===== src/rtl/ntm_pkg.sv =====
// Shared types and constants for the NCC template matcher.
`default_nettype none

package ntm_pkg;

    localparam logic CMD_TEMPLATE = 1'b0;
    localparam logic CMD_IMAGE    = 1'b1;

    localparam logic [7:0] CFG_TEMPLATE_WIDTH  = 8'd0;
    localparam logic [7:0] CFG_TEMPLATE_HEIGHT = 8'd1;
    localparam logic [7:0] CFG_IMAGE_WIDTH     = 8'd2;
    localparam logic [7:0] CFG_IMAGE_HEIGHT    = 8'd3;

    localparam int DIV_STEPS  = 31;
    localparam int SQRT_STEPS = 16;

    typedef struct packed {
        logic       cmd;
        logic [7:0] pixel;
    } in_item_t;

    typedef struct packed {
        logic signed [15:0] score;
        logic [9:0]         pos_x;
        logic [11:0]        pos_y;
        logic               flat;
        logic               last;
    } out_item_t;

    typedef enum logic [2:0] {
        ST_IDLE,
        ST_SWEEP,
        ST_CALC,
        ST_DIFF,
        ST_MUL,
        ST_DIV,
        ST_SQRT,
        ST_RESULT
    } ntm_state_t;

    typedef struct packed {
        logic accept;
        logic sweep;
        logic calc;
        logic diff;
        logic mul;
        logic div;
        logic sqrt;
        logic load_out;
    } dp_cmd_t;

    typedef struct packed {
        logic win;
        logic sweep_done;
        logic flat;
        logic mul_done;
        logic div_done;
        logic sqrt_done;
    } dp_sts_t;

endpackage

`default_nettype wire


===== src/rtl/ntm_ctrl.sv =====
// Controller state machine sequencing the window evaluation.
`default_nettype none

module ntm_ctrl import ntm_pkg::*; (
    input  wire logic    aclk,
    input  wire logic    aresetn,
    input  wire logic    s_valid,
    output logic         s_ready,
    output logic         m_valid,
    input  wire logic    m_ready,
    input  wire dp_sts_t sts,
    output dp_cmd_t      cmd
);

    ntm_state_t state_reg, state_next;
    logic       m_valid_reg, m_valid_next;

    always_ff @(posedge aclk) begin
        if (!aresetn) begin
            state_reg   <= ST_IDLE;
            m_valid_reg <= 1'b0;
        end else begin
            state_reg   <= state_next;
            m_valid_reg <= m_valid_next;
        end
    end

    always_comb begin
        state_next = state_reg;
        unique case (state_reg)
            ST_IDLE: begin
                if (s_valid && sts.win) begin
                    state_next = ST_SWEEP;
                end
            end
            ST_SWEEP: begin
                if (sts.sweep_done) begin
                    state_next = ST_CALC;
                end
            end
            ST_CALC: state_next = ST_DIFF;
            ST_DIFF: state_next = ST_MUL;
            ST_MUL: begin
                if (sts.flat) begin
                    state_next = ST_RESULT;
                end else if (sts.mul_done) begin
                    state_next = ST_DIV;
                end
            end
            ST_DIV: begin
                if (sts.div_done) begin
                    state_next = ST_SQRT;
                end
            end
            ST_SQRT: begin
                if (sts.sqrt_done) begin
                    state_next = ST_RESULT;
                end
            end
            ST_RESULT: begin
                if (!m_valid_reg || m_ready) begin
                    state_next = ST_IDLE;
                end
            end
            default: state_next = ST_IDLE;
        endcase
    end

    always_comb begin
        cmd     = '0;
        s_ready = 1'b0;
        unique case (state_reg)
            ST_IDLE: begin
                s_ready    = 1'b1;
                cmd.accept = s_valid;
            end
            ST_SWEEP:  cmd.sweep = 1'b1;
            ST_CALC:   cmd.calc  = 1'b1;
            ST_DIFF:   cmd.diff  = 1'b1;
            ST_MUL:    cmd.mul   = !sts.flat;
            ST_DIV:    cmd.div   = 1'b1;
            ST_SQRT:   cmd.sqrt  = 1'b1;
            ST_RESULT: cmd.load_out = !m_valid_reg || m_ready;
            default:   cmd = '0;
        endcase
    end

    always_comb begin
        if (cmd.load_out) begin
            m_valid_next = 1'b1;
        end else if (m_ready) begin
            m_valid_next = 1'b0;
        end else begin
            m_valid_next = m_valid_reg;
        end
    end

    assign m_valid = m_valid_reg;

endmodule

`default_nettype wire


===== config.mk =====
export PLATFORM = sky130hd
export DESIGN_NAME = ntm_ctrl
export DESIGN_NICKNAME = d
export VERILOG_FILES = /design/src/rtl/ntm_pkg.sv /design/src/rtl/ntm_ctrl.sv
export SDC_FILE = /design/constraint.sdc
export NUM_CORES = 1
export LEC_CHECK = 0
export BUFFER_PORTS_ARGS = -buffer_cell sky130_fd_sc_hd__buf_2
export CORE_AREA = 2 2 39 41
export CTS_CLUSTER_SIZE = 12
export DETAILED_ROUTE_END_ITERATION = 16
export DIE_AREA = 0 0 41 43
export HOLD_SLACK_MARGIN = 0.08
export SLEW_MARGIN = 40
export SYNTH_ARGS = -nofsm -noshare
export SYNTH_HDL_FRONTEND = slang
export SYNTH_SLANG_ARGS = --single-unit

===== constraint.sdc =====
create_clock -name aclk -period 1.1 [get_ports aclk]
set_clock_uncertainty 0.15 [all_clocks]
set_input_delay 0 -clock aclk [delete_from_list [all_inputs] [get_ports aclk]]
set_output_delay 0 -clock aclk [all_outputs]
set_load 0.05 [all_outputs]

==> metrics.md <==
| Metric | Value |
|---|---|
| Worst EP arrival | `between 1 and 1.5 ns` |
| CTS max path bufs | `2` |
| Post-Syn Nets | `48` |
| Yosys warning total | `0` |
| Number of port buffers | `19` |
| # setup viols final | `12` |
| Worst-skew pair later-pin latency | `0.25 ns` |
| Share of post-route cells with drive strength above 1 | `0.7432` |
| Tightest Pin Transition | `roughly 0.25 ns` |
| Rows | `14` |
| Total track usage | `0.1318` |
| Die area | `1763 um^2` |
| Vias in the first global route | `382` |
| Initial antenna violation count | `0` |
| Ports | `20` |
| Final Instance Count excl. Fillers | `90` |
| Sequential cell area | `95.09 um^2` |
| Largest net degree at the start of global routing | `15` |
| Area Growth Syn to Fin | `136.0%` |
| Power Dens Cells | `1311 nW/um^2` |
| Failing checks | `hold timing, setup timing` |
| Most frequent cells in the layout | `buf_6, buf_2, buf_4, dlygate4sd3_1, dfxtp_4` |
| Status | `complete, but fails checks` |
| Hold-fix buffer count after cts | `6` |
| CP Launch Type | `register` |
| Max VDD drop | `approximately 0.52 mV` |
| Fmax | `about 0.76 GHz` |
| Fin crit share | `1.203` |
| Vias per std cell | `around 4.6` |
| Setup WS pre-CTS | `-0.1290 ns` |
| H-tree depth | `1` |
| Filler cells | `120` |
| Sequential share of the synthesized area | `0.2452` |
| Post-route minimum period | `around 1.3 ns` |
| Leading area contributor after synthesis | `dfxtp_1` |
| CTS Sinks | `4` |
| Core Area | `1384 um^2` |
| Layout Nets | `85` |
| Pre-antenna DRT Iters | `2` |
| Residual DRC count | `0` |
| Synth top area share | `0.2452` |
| Crit end category | `output pin` |
| Die height | `around 43 um` |
| TritonCTS clock tree | `done` |
| Post-route setup TNS | `-1.926 ns` |
| Worst-path clk slew | `roughly 0.050 ns` |
| Max-cap violations | `0` |
| Post-Synthesis Cells | `38` |
| WL final | `roughly 1100 um` |
| Max FFs per register | `3` |
| RSZ-0062 raised after global routing | `yes` |
| Post-route setup slack | `-0.2238 ns` |
| Area of the multi-input gates | `just over 300 um^2` |
| Cts bufs inserted | `3` |
| CTS Root Cell | `clkbuf_4` |
| Final Max Tran Viols | `0` |
| RePlAce Congestion | `0.7035` |
| Global-route wire length before repair | `approximately 1600 um` |
| Detailed Route Iter0 Violations | `1` |
| Seq cells post-synth | `4` |
| Hpwl dp | `687 um` |
| Vias post-DR | `about 410` |
| Syn avg cell area | `roughly 8.6 um^2` |
| Mapped Area | `around 330 um^2` |
| Routed len/inst | `around 12 um` |
| # diodes | `0` |
| Slew HR | `0.8371` |
| Netlist cell types | `21` |
| Hold Fails Final Rpt | `1` |
| GRT overflow | `0` |
| Commonest non-fill, non-tap cell in the layout | `buf_6` |
| CP Class | `register to output pin` |
| Post-layout util | `0.5570` |
| Data required, critical path | `~0.95 ns` |
| Die X | `41 um` |
| Antenna Nets Post-Route | `0` |
| Starting Density | `0.2360` |
| Placed Cells | `74` |
| HP Class | `primary input to register` |
| Crit-path max FO | `13` |
| Area contributors post-synth | `dfxtp_1, nor2b_1, buf_4` |
| Pleak | `0.3330 nW` |
| Final Hold Slack | `-0.05533 ns` |
## path summary, 6_finish.rpt
path                            cells after the start  slack [ns]      endpoint    startpoint
worst max-delay path                                3       -0.22        cmd[7]  state_reg[1]
worst min-delay path                                4       -0.06       m_valid       m_ready
worst max register to register                      4       -0.20  state_reg[0]  state_reg[2]
worst min register to register                      1        0.48  state_reg[0]  state_reg[0]
## per-layer routing
layer | part of all wire | up-vias | GRT usage | wire length [um]
met5 | 0 | - | 0 | 0
met4 | 0.0075 | 0 | 0.06000 | 8
met3 | 0.071 | 2 | 0.07330 | 76
met2 | 0.57 | 12 | 0.2063 | 610
met1 | 0.35 | 192 | 0.1359 | 375
li1 | - | 208 | - | -
## cells in the mapped netlist
cell      number
a211o_2        1
a211oi_2       1
a21boi_0       1
a21oi_1        2
and2_1         1
and3b_1        2
buf_4          3
buf_8          1
dfxtp_1        4
mux2_4         1
nand2_1        3
nand3_1        1
nand4b_1       1
nor2_1         3
nor2b_1        4
nor3_1         2
nor3b_1        3
nor4b_1        1
o211a_1        1
o211ai_2       1
o21ai_0        1
## where the power goes
group | internal, mW | leakage, nW | switching [mW] | total [mW]
combinational | 0.291 | 0.282 | 0.272 | 0.564
sequential | 0.168 | 0.0356 | 0.0687 | 0.236
clock | 0.137 | 0.0150 | 0.0733 | 0.210
## stage by stage
step                power [mW]  cell area (um^2)
global placement        0.6316             520.5
finish                   1.010             770.7
detailed placement      0.6391             520.5
CTS                     0.9510             705.7
floorplan               0.5705             412.9
global route             1.065             770.7
## cell type report
| class | count | share of cell area |
|---|---|---|
| tap | 16 | 0.02597 |
| multi-input combinational | 30 | 0.3929 |
| sequential | 4 | 0.1234 |
| clock buffer | 4 | 0.03409 |
| timing repair buffer | 36 | 0.4237 |
## logic make-up (layout without fill, tap and decap cells)
| kind of cell | Yosys count | after routing | synth area share |
|---|---|---|---|
| AO/OA/AOI/OAI | 8 | 8 | 0.2069 |
| AND/OR/NAND/NOR | 21 | 21 | 0.3870 |
| multiplexers | 1 | 1 | 0.04596 |
| flip-flops | 4 | 4 | 0.2452 |
| buffers and inverters | 4 | 40 | 0.1149 |
## worst max-delay path, stage by stage, from the launching register on
cell and delay (ns):
dfxtp_4 0.40, nor3_4 0.23, and2_4 0.18, buf_8 0.13
## what timing repair did
action | in CTS | in global routing
pin swaps | 1 | 3
endpoints found under the setup margin | 12 | 12
gates resized for setup | 20 | 12
hold endpoints to repair | 4 | 4
gates cloned | 0 | 0
buffers inserted | 3 | 4
(Power assumes the default switching activity.)
